$ cat src/rtl/ncc_pkg.sv
package ncc_pkg;

  localparam int NUM_REFS = 6;
  localparam int CH_W     = 8;
  localparam int COLOR_W  = 3 * CH_W;
  localparam int SQ_W     = 2 * CH_W;          // one channel difference squared
  localparam int DIST_W   = SQ_W + 2;          // sum of three squares
  localparam int TT_W     = 2 * CH_W;          // margin squared
  localparam int LHS_W    = DIST_W + 2;        // signed a - m - T*T
  localparam int PROD_W   = 2 * DIST_W;        // lhs squared and 4*T*T*m
  localparam int CNT_W    = 3;

  localparam logic [CH_W-1:0] MARGIN_RESET = 8'd25;

  typedef logic [CH_W-1:0]     chan_t;
  typedef logic [COLOR_W-1:0]  color_t;
  typedef logic [DIST_W-1:0]   dist_t;
  typedef logic [NUM_REFS-1:0] ref_mask_t;

  // enables for the two register stages of a distance slice
  typedef struct packed {
    logic s1;
    logic s2;
  } stage_en_t;

endpackage

$ cat src/rtl/ncc_sqdist.sv
module ncc_sqdist (
  input  logic              clk,
  input  ncc_pkg::stage_en_t en,
  input  ncc_pkg::chan_t    sample_blue,
  input  ncc_pkg::chan_t    sample_green,
  input  ncc_pkg::chan_t    sample_red,
  input  ncc_pkg::color_t   ref_color,
  output ncc_pkg::dist_t    dist_sum
);
  import ncc_pkg::*;

  logic [SQ_W-1:0] sq_b_nxt, sq_g_nxt, sq_r_nxt;
  logic [SQ_W-1:0] sq_b_r, sq_g_r, sq_r_r;
  dist_t           dist_nxt, dist_r;

  function automatic logic [SQ_W-1:0] sq_diff(input chan_t x, input chan_t y);
    chan_t mag;
    mag = (x >= y) ? chan_t'(x - y) : chan_t'(y - x);
    return SQ_W'(mag) * SQ_W'(mag);
  endfunction

  always_comb begin
    sq_b_nxt = sq_diff(sample_blue,  ref_color[CH_W-1:0]);
    sq_g_nxt = sq_diff(sample_green, ref_color[2*CH_W-1:CH_W]);
    sq_r_nxt = sq_diff(sample_red,   ref_color[3*CH_W-1:2*CH_W]);
    dist_nxt = DIST_W'(sq_b_r) + DIST_W'(sq_g_r) + DIST_W'(sq_r_r);
  end

  always_ff @(posedge clk) begin
    if (en.s1) begin
      sq_b_r <= sq_b_nxt;
      sq_g_r <= sq_g_nxt;
      sq_r_r <= sq_r_nxt;
    end
    if (en.s2) begin
      dist_r <= dist_nxt;
    end
  end

  assign dist_sum = dist_r;

endmodule

$ cat config.mk
export PLATFORM = sky130hd
export DESIGN_NAME = ncc_sqdist
export DESIGN_NICKNAME = d
export VERILOG_FILES = /design/src/rtl/ncc_pkg.sv /design/src/rtl/ncc_sqdist.sv
export SDC_FILE = /design/constraint.sdc
export NUM_CORES = 1
export LEC_CHECK = 0
export BUFFER_PORTS_ARGS = -buffer_cell sky130_fd_sc_hd__buf_2
export CORE_MARGIN = 10
export CORE_UTILIZATION = 50
export CTS_CLUSTER_DIAMETER = 80
export DETAILED_ROUTE_END_ITERATION = 16
export GPL_TIMING_DRIVEN = 0
export PLACE_DENSITY = 0.71
export SLEW_MARGIN = 0
export SYNTH_ARGS = -nofsm -noshare
export SYNTH_HDL_FRONTEND = slang
export SYNTH_SLANG_ARGS = --single-unit
$ cat constraint.sdc
create_clock -name clk -period 6.3 [get_ports clk]
set_input_delay 0.63 -clock clk [delete_from_list [all_inputs] [get_ports clk]]
set_output_delay 0.63 -clock clk [all_outputs]
set_load 0.02 [all_outputs]
=== Yosys cells after proc, flatten, opt, wreduce, memory -nomap -nowiden ===
Index checks and enable logic that the tools add are counted.

* Bits in registers: 66

* Add/sub/neg operators: 8
* Multipliers: 3
* Order comparisons: 3
* Muxes and demuxes: 3

{| class="wikitable"
|+ Operators with widths
! kind !! count
|-
| multiplier 8 x 8 -> 16 bit || 3
|-
| subtractor 8 bit || 6
|-
| >= comparator 8 bit || 3
|-
| two-way mux 8 bit || 3
|-
| adder 17 x 16 -> 18 bit || 1
|-
| adder 16 x 16 -> 17 bit || 1
|}

=== Depth between registers and ports, before layout ===
Gate-level depths: netlist of run 1.

* Depth after elaboration: 3
* Gate-level depth with buffers: 28
* Depth with buffers taken out: 27

=== Least setup slack after synthesis of run 1 ===
Ideal clock, no wire load.

* Path kind: in2reg
* Start point: input port sample_blue[0]
* End point: register sq_b_r[12], data pin
* Setup time: 0.258 ns
* Data arrival time: 6.229 ns
* Setup slack: -0.188 ns
* Cell stages on the path: 22
* Buffers on the path: 0
* Cells stage by stage: inv_1 > ha_1 > inv_1 > fa_1 > a21o_1 > a211oi_2 > o221a_2 > a211o_1 > o2111ai_1 > or2_2 > fa_1 > inv_1 > fa_1 > fa_1 > inv_1 > fa_1 > inv_1 > ha_1 > a2111oi_0 > o31ai_1 > a21oi_1 > xnor2_1

* Cells in the longest elaborated chain, start to end: 3

{| class="wikitable"
|+ Ends and longest elaborated chain
! what !! line !! text
|-
| start: declaration || ncc_sqdist.sv:4 || <nowiki>input ncc_pkg::chan_t sample_blue,</nowiki>
|-
| subtractor 8 bit or >= comparator 8 bit (tied branches) || ncc_sqdist.sv:18 || <nowiki>mag = (x >= y) ? chan_t'(x - y) : chan_t'(y - x);</nowiki>
|-
| two-way mux 8 bit (*) || ncc_sqdist.sv:18 ||
|-
| multiplier 8 x 8 -> 16 bit (*) || ncc_sqdist.sv:19 || <nowiki>return SQ_W'(mag) * SQ_W'(mag);</nowiki>
|-
| named net sq_b_nxt[12] || ncc_sqdist.sv:12 || <nowiki>logic [SQ_W-1:0] sq_b_nxt, sq_g_nxt, sq_r_nxt;</nowiki>
|-
| end signal: assignment || ncc_sqdist.sv:31 || <nowiki>sq_b_r <= sq_b_nxt;</nowiki>
|-
| end: declaration || ncc_sqdist.sv:13 || <nowiki>logic [SQ_W-1:0] sq_b_r, sq_g_r, sq_r_r;</nowiki>
|}

The timed path passes the listed nets; every way through them passes the cells marked *.
A chain may end at the register's enable or synchronous reset.

=== Worst setup path in the final report of run 1 ===
* Start point: input port sample_red[0]
* End point: register sq_r_r[13], data pin

* Cells in the longest elaborated chain, start to end: 3

{| class="wikitable"
|+ Ends and longest elaborated chain
! what !! line !! text
|-
| start: declaration || ncc_sqdist.sv:6 || <nowiki>input ncc_pkg::chan_t sample_red,</nowiki>
|-
| subtractor 8 bit or >= comparator 8 bit (tied branches) || ncc_sqdist.sv:18 ||
|-
| two-way mux 8 bit (*) || ncc_sqdist.sv:18 ||
|-
| multiplier 8 x 8 -> 16 bit (*) || ncc_sqdist.sv:19 ||
|-
| named net sq_r_nxt[13] || ncc_sqdist.sv:12 ||
|-
| end signal: assignment || ncc_sqdist.sv:33 || <nowiki>sq_r_r <= sq_r_nxt;</nowiki>
|-
| end: declaration || ncc_sqdist.sv:13 ||
|}

Marked as above.

==> flow_summary_export.csv, run 1 <==
group,metric,value,unit
sta,grt_setup_unrepaired,"yes",
synth,synth_top_area_share,19.6,%
placement,placed_area,0.0106,sq mm
global_route,grt_pass1_wl,35100,um
floorplan,start_util,50.9,%
finish,antenna_cells,0,
synth,synthCells,1049,
route,wl,21700,um
critical_path,cp.depth,24,
route,route.detailed.drc,0,
critical_path,cp_common_cell,"fa_1",
clocking,cts_sinks,63,
sta,worstMarginPinSlew,0.949,ns
placement,dp_hpwl,15800,um
critical_path,crit_fanout,6,
floorplan,rows,51,
sta,finalCritPeriodShare,98.2,%
global_route,antenna_found_initial,0,
finish,nFillCells,1494,
finish,regArea,0.00189,sq mm
synth,yosysTopAreaCell,"fa_1",
sta,slew_headroom,35.1,%
synth,syn_area_per_cell,9.45,sq um
synth,ys_ff_latch,63,
critical_path,path_cells,"buf_2 -> inv_1 -> ha_2 -> inv_1 -> fa_2 -> a21o_1 -> a211oi_4 -> o221ai_4 -> mux2i_2 -> xor2_2 -> buf_4 -> nor2_1 -> fa_1 -> fa_1 -> fa_1 -> inv_1 -> fa_1 -> inv_2 -> ha_4 -> or3_1 -> o21ai_2 -> a211oi_4 -> nor4_1 -> a311o_1",
clocking,htreeDepth,3,
synth,yosysWarnings,0,
clocking,cts_root_buf,"clkbuf_16",
sta,finalClockSkew,0.00518,ns
synth,synth.distinct_cells,71,
synth,seq_area_frac_synth,19.1,%
clocking,clk_pin_slew_worst_paths,0.05,ns
worst_hold_path,hold_class,"in -> reg",
route,wl_met3,871,um
global_route,grt_overflow_total,0,
synth,synth_flop_cell,"edfxtp_1",
route,final_antenna_net_count,0,
route,dr.max_layer_used,"met4",
critical_path,crit_path_top_delay_cell,"fa_1",
route,viasPerCell,5.29,
sta,slew_violations,0,
clocking,clk_path_buf_depth,2,
critical_path,arrival,6.26,ns
sta,hold_viol_final,0,
global_route,grt_start_max_net_pins,46,
sta,whs,0.755,ns
finish,area_growth,24.8,%
synth,synth-async-reset-ratio,0,%
floorplan,boundaryPins,69,
route,wl_met2,11200,um
route,wl_per_cell,14.7,um
synth,synth_area_leaders,"fa_1 20%, edfxtp_1 19%, ha_1 19%",
placement,io_buffers,68,
critical_path,cp_num_buf_inv,6,
route,first_iter_violations,335,
clocking,holdBufCountCts,0,
floorplan,die_h,161,um
clocking,clk_latency,0.32,ns
critical_path,cp_top_family,"adder cells",
floorplan,dieWidth,161,um
synth,syn_area,0.00991,sq mm
sta,min_period,6.18,ns
critical_path,startpoint_type,"primary input",
finish,drive_above_1_share,27.4,%
route,drtPass1Iterations,4,
sta,max_freq,0.162,GHz
global_route,grt_use_total,15.8,%
outcome,status,"complete, no violations",
synth,synth_edf_count,63,
clocking,cts_buffers,9,
flow_run,maxCapViolations,0,
global_route,grt_pass1_vias,7721,
clocking,cts_tree,"built",
critical_path,crit_required,6.37,ns
critical_path,r2r_cells,9,
floorplan,die_area,0.0259,sq mm
finish,multi_input_area,0.00792,sq mm
route,vias,7811,
sta,setup_violations,0,
route,wl_met1,9220,um
worst_hold_path,min_path_cells,1,
critical_path,endpoint_kind,"flop",
critical_path,critPathKind,"in -> reg",
critical_path,max_stage_delay,0.62,ns
finish,final_area,0.0124,sq mm
floorplan,core-area,0.0195,sq mm
finish,fin_nets,1504,
placement,place_congestion,0.858,
## cell usage after synthesis, types with 4 or more instances
cell / n
fa_1: 97
xnor2_1: 44
o211ai_1: 5
a21o_1: 29
nand2_1: 29
or2_2: 14
o21ai_0: 30
nand3_1: 6
nor3_1: 17
ha_1: 149
mux2i_1: 22
nand2b_1: 11
edfxtp_1: 63
inv_1: 215
nor2b_1: 10
nand3b_1: 4
or4_1: 5
a31oi_1: 5
xor2_1: 18
o31ai_1: 4
buf_2: 7
xnor2_2: 4
nand4_1: 5
o21bai_1: 12
a21oi_1: 56
nor2_1: 106
## timing repair
item,CTS,global route
gates resized for setup,45,134
endpoints found under the setup margin,18,18
cloned,0,1
pin swaps,26,99
buffers inserted,33,45
endpoints found under the hold margin,0,0
## flip-flops by register name (all words and copies together) (netlist names)
| name | count |
|---|---|
| sq_b_r | 15 |
| sq_r_r | 15 |
| sq_g_r | 15 |
| dist_sum | 18 |
## worst register-to-register path: stages, from the launching register on
cell	delay, ns
edfxtp_1	0.43
fa_1	0.47
ha_1	0.20
a21oi_1	0.19
o21bai_1	0.11
a2111oi_0	0.87
o31ai_1	0.28
nor3_1	0.30
o31ai_1	0.12
xor2_1	0.15
## final cells by class
| class | count | area share (%) |
|---|---|---|
| plain buffers | 16 | 0.951 |
| well taps | 265 | 2.68 |
| repair buffers | 145 | 7.72 |
| clock inverters | 7 | 0.981 |
| inverters | 216 | 6.59 |
| multi-input cells | 756 | 64.0 |
| flip-flops and latches | 63 | 15.3 |
| clock buffers | 9 | 1.82 |
## worst paths after layout
check	startpoint	endpoint	slack, ns
worst max-delay path	sample_red[0]	sq_r_r[13]	0.12
worst min register to register	sq_g_r[0]	dist_sum[0]	0.79
worst max register to register	sq_g_r[3]	dist_sum[16]	2.93
worst min-delay path	en[0]	dist_sum[2]	0.76
## per-layer routing
layer	up-vias	track usage, %
met4	0	2.69
met3	41	2.33
met2	174	28.3
met5	-	0
met1	3805	19.9
li1	3791	-
## stage by stage
step                setup TNS (ns)  util, %  instances  worst slack, ns
floorplan                        0        -       1051           0.0117
global placement             -8.64     54.6       1384           -0.684
detailed placement          -10.62     54.6       1384           -0.794
CTS                        -0.0822     59.1       1433          -0.0422
global route                -0.173     63.6       1477          -0.0624
finish                           0     63.6       1477            0.115
## cell families (layout without fill, tap and decap cells)
group	after synthesis	in the layout	share of synthesized area [%]
adders and majority gates	246	246	38.4
buffers and inverters	232	393	9.16
and+or+nand+nor	231	231	11.3
other	1	3	0.0378
DFF	63	63	19.1
AOI/OAI and AO/OA	183	183	12.9
muxes	24	24	2.45
xor gates and xnor gates	69	69	6.63
## cells in the final DEF, fill, tap and decap left out, types with 10 or more instances in the layout
master    instances
nand2_1          27
buf_6            11
a21oi_1          47
ha_4             15
ha_1            129
nor3_1           15
mux2i_1          11
buf_2            75
edfxtp_1         63
xnor2_1          41
buf_4            72
o21bai_1         10
nor2_1           96
fa_1             90
xor2_1           14
inv_1           193
o21ai_0          26
a21o_1           29
inv_2            21
Power of run 1 is left out: the tool's default activity adds up to more than one toggle a clock period on the data nets, which glitch-free logic cannot reach.
==> run 2, diff against run 1 <==
--- a/config.mk
+++ b/config.mk
@@ -11,8 +11,9 @@
 export CTS_CLUSTER_DIAMETER = 80
 export DETAILED_ROUTE_END_ITERATION = 16
 export GPL_TIMING_DRIVEN = 0
-export PLACE_DENSITY = 0.71
+export PLACE_DENSITY = 0.75
 export SLEW_MARGIN = 0
 export SYNTH_ARGS = -nofsm -noshare
 export SYNTH_HDL_FRONTEND = slang
 export SYNTH_SLANG_ARGS = --single-unit
+export TNS_END_PERCENT = 10
==> flow_summary_export.csv, run 2 (synthesis gave the netlist of run 1 again) <==
group,metric,value,unit
clocking,clk_path_buf_depth,2,
route,route.detailed.drc,0,
sta,setup_violations,0,
global_route,antenna_found_initial,1,
floorplan,rows,51,
outcome,status,"complete, no violations",
sta,finalClockSkew,0.00860,ns
floorplan,dieWidth,161,um
floorplan,die_area,0.0259,sq mm
finish,largest_reg_flops,18,
worst_hold_path,hold_class,"in -> reg",
critical_path,endpoint_kind,"flop",
finish,final_common_cell,"inv_1",
clocking,cts_sinks,63,
placement,place_congestion,0.857,
finish,final_cell_mix,"195 x inv_1, 126 x ha_1, 97 x nor2_1",
critical_path,startpoint_type,"primary input",
route,drtPass1Iterations,7,
clocking,cts_root_buf,"clkbuf_16",
route,vias,7808,
global_route,grt_pass1_wl,36200,um
global_route,grt_overflow_total,0,
sta,hold_viol_final,0,
finish,area_growth,24.0,%
route,wl_per_cell,14.9,um
finish,drive_above_1_share,26.7,%
floorplan,boundaryPins,69,
floorplan,die_h,161,um
sta,min_period,6.16,ns
finish,stdcell_count,1468,
critical_path,critPathKind,"in -> reg",
placement,placed_area,0.0106,sq mm
route,final_antenna_net_count,0,
route,wl,21900,um
route,viasPerCell,5.32,
sta,max_freq,0.162,GHz
critical_path,crit_required,6.37,ns
flow_run,maxCapViolations,0,
clocking,clk_latency,0.33,ns
placement,dp_hpwl,16000,um
global_route,grt_use_total,16.2,%
critical_path,crit_fanout,4,
global_route,grt_pass1_vias,7924,
clocking,clk_pin_slew_worst_paths,0.05,ns
route,first_iter_violations,377,
sta,worstMarginPinSlew,1.02,ns
finish,utilization,63.2,%
finish,fin_nets,1495,
sta,slew_headroom,32.0,%
placement,dp.cells,1384,
global_route,grt_start_max_net_pins,46,
clocking,htreeDepth,3,
placement,io_buffers,68,
sta,slew_violations,0,
finish,antenna_cells,0,
finish,final_area,0.0123,sq mm
clocking,cts_buffers,9,
floorplan,core-area,0.0195,sq mm
floorplan,start_util,50.9,%
clocking,cts_tree,"built",
clocking,holdBufCountCts,0,
critical_path,arrival,6.23,ns
sta,finalCritPeriodShare,97.8,%
-- run 2: worst paths after layout --
kind                                      from      endpoint  slack [ns]  cells past startpoint
worst max register to register       sq_b_r[3]  dist_sum[16]        2.91                      9
worst min-delay path                     en[0]   dist_sum[2]        0.76                      1
worst max-delay path            sample_blue[0]    sq_b_r[13]        0.14                     27
worst min register to register       sq_g_r[0]   dist_sum[0]        0.79                      3
-- run 2: cell type report --
type	instances	area, sq um
fill	1458	7170
sequential	63	1890
timing repair buffer	136	920
clock buffer	9	225
inverter	216	813
multi-input combinational	756	7920
buffer	16	120
clock inverter	7	73.8
tap	265	332
-- run 2: routing by layer --
metal	GRT usage (%)	wire length, um
met1	20.3	9370
met2	28.6	11100
met3	2.84	940
met4	3.14	437
met5	0	0
-- run 2: timing repair --
item                                    in CTS  in global routing
resized for setup                           46                132
gates cloned                                 0                  0
pin swaps                                   20                 96
setup buffers                               26                 42
endpoints found under the setup margin      16                 18
-- run 2: worst max-delay path: stages --
cell and delay, ns:
buf_6 0.09, inv_2 0.05, ha_4 0.13, inv_2 0.04, fa_2 0.39, a21o_1 0.21, a211oi_4 0.37, o221a_4 0.32
buf_12 0.11, mux2i_4 0.26, xnor2_4 0.12, nand2b_4 0.17, fa_2 0.38, inv_2 0.06, fa_1 0.43, ha_1 0.29
inv_1 0.05, fa_1 0.49, inv_2 0.05, ha_4 0.22, a21o_1 0.21, a21oi_4 0.16, o21bai_4 0.09, a2111o_1 0.44
a31o_2 0.22, a21oi_2 0.14, xnor2_1 0.10
-- run 2: metrics by stage --
| stage | TNS [ns] | setup WS (ns) | hold WS, ns |
|---|---|---|---|
| finish | 0 | 0.141 | 0.760 |
| global route | -0.218 | -0.0410 | 0.779 |
| CTS | 0 | 0.00110 | 0.750 |
| detailed placement | -11.81 | -0.880 | 0.764 |
| global placement | -9.27 | -0.765 | 0.767 |
| floorplan | -0.0806 | -0.0517 | 0.718 |
Power of run 2 is left out for the same reason.
==> run 3, diff against run 2 <==
--- a/config.mk
+++ b/config.mk
@@ -5,13 +5,15 @@
 export SDC_FILE = /design/constraint.sdc
 export NUM_CORES = 1
 export LEC_CHECK = 0
+export ABC_AREA = 1
 export BUFFER_PORTS_ARGS = -buffer_cell sky130_fd_sc_hd__buf_2
+export CORE_ASPECT_RATIO = 1.5
 export CORE_MARGIN = 10
 export CORE_UTILIZATION = 50
 export CTS_CLUSTER_DIAMETER = 80
 export DETAILED_ROUTE_END_ITERATION = 16
 export GPL_TIMING_DRIVEN = 0
-export PLACE_DENSITY = 0.75
+export PLACE_DENSITY = 0.74
 export SLEW_MARGIN = 0
 export SYNTH_ARGS = -nofsm -noshare
 export SYNTH_HDL_FRONTEND = slang
==> flow_summary_export.csv, run 3 <==
group,metric,value,unit
finish,final_area,0.0115,sq mm
sta,worst_slack,0.382,ns
worst_hold_path,min_path_cells,1,
clocking,cts_tree,"built",
sta,grt_setup_unrepaired,"no",
global_route,grt_pass1_wl,36700,um
critical_path,reg2reg_to,"dist_sum[17]",
clocking,clk_path_buf_depth,2,
sta,slew_headroom,37.7,%
sta,max_freq,0.169,GHz
clocking,cts_sinks,63,
synth,synth_top_area_share,18.5,%
clocking,clk_latency,0.33,ns
placement,placed_area,0.0112,sq mm
worst_hold_path,hp-start,"en[0]",
sta,finalCritPeriodShare,93.9,%
clocking,postCtsSetupBuffers,0,
sta,whs,0.731,ns
finish,largest_reg_flops,18,
finish,utilization,55.1,%
floorplan,dieWidth,138,um
synth,ys_ff_latch,63,
critical_path,crit_required,6.37,ns
synth,synthCells,1358,
outcome,status,"complete, no violations",
route,first_iter_violations,349,
worst_hold_path,min_to,"dist_sum[0]",
floorplan,boundaryPins,69,
placement,place_congestion,0.841,
finish,area_growth,9.50,%
route,viasPerCell,4.93,
sta,worstMarginPinSlew,0.934,ns
finish,fin_nets,1736,
floorplan,die_area,0.0274,sq mm
critical_path,arrival,5.99,ns
route,final_antenna_net_count,0,
synth,yosysTopAreaCell,"fa_1",
route,wl_per_cell,12.1,um
global_route,grt_use_total,15.5,%
finish,final_cell_mix,"316 x nand2_1, 295 x inv_1, 149 x ha_1",
sta,hold_viol_final,0,
synth,syn_area,0.0105,sq mm
clocking,clk_pin_slew_worst_paths,0.05,ns
synth,syn_area_per_cell,7.75,sq um
sta,min_period,5.92,ns
floorplan,start_util,50.4,%
route,drtPass1Iterations,5,
finish,final_common_cell,"nand2_1",
synth,synth.most_common_cell,"nand2_1",
floorplan,die_h,198,um
critical_path,startpoint,"sample_blue[0]",
finish,regArea,0.00189,sq mm
route,wl,20700,um
sta,slew_violations,0,
worst_hold_path,hold_class,"in -> reg",
synth,synth_edf_count,63,
finish,nFillCells,1967,
synth,synth.distinct_cells,39,
critical_path,reg2reg_slack,3.68,ns
synth,yosysWarnings,0,
global_route,antenna_found_initial,0,
flow_run,maxCapViolations,0,
critical_path,max_stage_delay,0.57,ns
clocking,htreeDepth,3,
route,vias,8443,
synth,seq_area_frac_synth,18.0,%
finish,antenna_cells,0,
clocking,cts_root_buf,"clkbuf_16",
synth,synth_area_leaders,"fa_1 18%, edfxtp_1 18%, ha_1 18%",
finish,drive_above_1_share,10.1,%
critical_path,crit_path_top_delay_cell,"fa_1",
clocking,cts_buffers,9,
placement,dp_slack,-0.0292,ns
placement,io_buffers,68,
sta,finalClockSkew,0.00631,ns
critical_path,critPathKind,"in -> reg",
placement,dp_hpwl,17900,um
floorplan,rows,65,
global_route,grt_start_max_net_pins,46,
route,route.detailed.drc,0,
critical_path,cp_common_cell,"nand2_1",
critical_path,crit_fanout,7,
global_route,grt_pass1_vias,8589,
finish,multi_input_area,0.00743,sq mm
global_route,grt_overflow_total,0,
sta,setup_violations,0,
critical_path,reg2reg_from,"sq_b_r[4]",
synth,synth_flop_cell,"edfxtp_1",
critical_path,startpoint_type,"primary input",
synth,synth_common_cells,"316 x nand2_1, 295 x inv_1, 149 x ha_1",
floorplan,core-area,0.0209,sq mm
synth,synth-async-reset-ratio,0,%
critical_path,r2r_cells,10,
critical_path,endpoint_kind,"flop",
[run 3: worst max-delay path, delay by kind of cell]
kind / cells / cell delay, ns
fa+ha+maj: 7 / 3.07
compound gates: 4 / 0.90
simple gates: 9 / 1.07
buf+inv: 5 / 0.31
[run 3: repair_timing]
action                     in CTS  in global routing
gates resized for setup         0                  3
hold buffers                    0                  0
setup endpoints to repair       0                  2
[run 3: how the worst max path moves through the flow]
stage	cells past startpoint	slack (ns)	to
floorplan	27	0.64	sq_b_r[13]
finish	25	0.38	sq_b_r[13]
detailed placement	28	-0.03	sq_b_r[13]
CTS	28	0.31	sq_b_r[13]
global route	28	0.01	sq_b_r[13]
global placement	28	0.04	sq_b_r[13]
[run 3: cell type report]
type	instances	share of cell area, %
timing repair buffer	68	2.95
clock buffer	9	1.95
buffer	9	0.608
multi-input combinational	983	64.5
inverter	305	9.96
tap	268	2.91
sequential	63	16.4
clock inverter	6	0.749
[run 3: cell families (layout without fill, tap and decap cells)]
kind of cell / count (synthesis) / after routing / synth area share (%)
simple gates: 549 / 549 / 22.2
buf+inv: 314 / 397 / 11.6
fa+ha+maj: 246 / 246 / 36.2
compound gates: 120 / 120 / 6.67
xor+xnor: 65 / 65 / 5.41
other cells: 1 / 3 / 0.0356
flops: 63 / 63 / 18.0
[run 3: per-layer routing]
layer	part of all wire, %	vias to the layer above	GRT usage [%]
li1	-	4354	-
met1	39	3919	16.3
met2	55	138	30.2
met3	3.5	32	2.60
met4	2.8	0	5.32
met5	0	-	0
[run 3: stage by stage]
stage / TNS, ns / std cells
finish: 0 / 1711
detailed placement: -0.0292 / 1696
floorplan: 0 / 1360
global route: 0 / 1711
global placement: 0 / 1696
CTS: 0 / 1711
Power of run 3 is left out for the same reason.
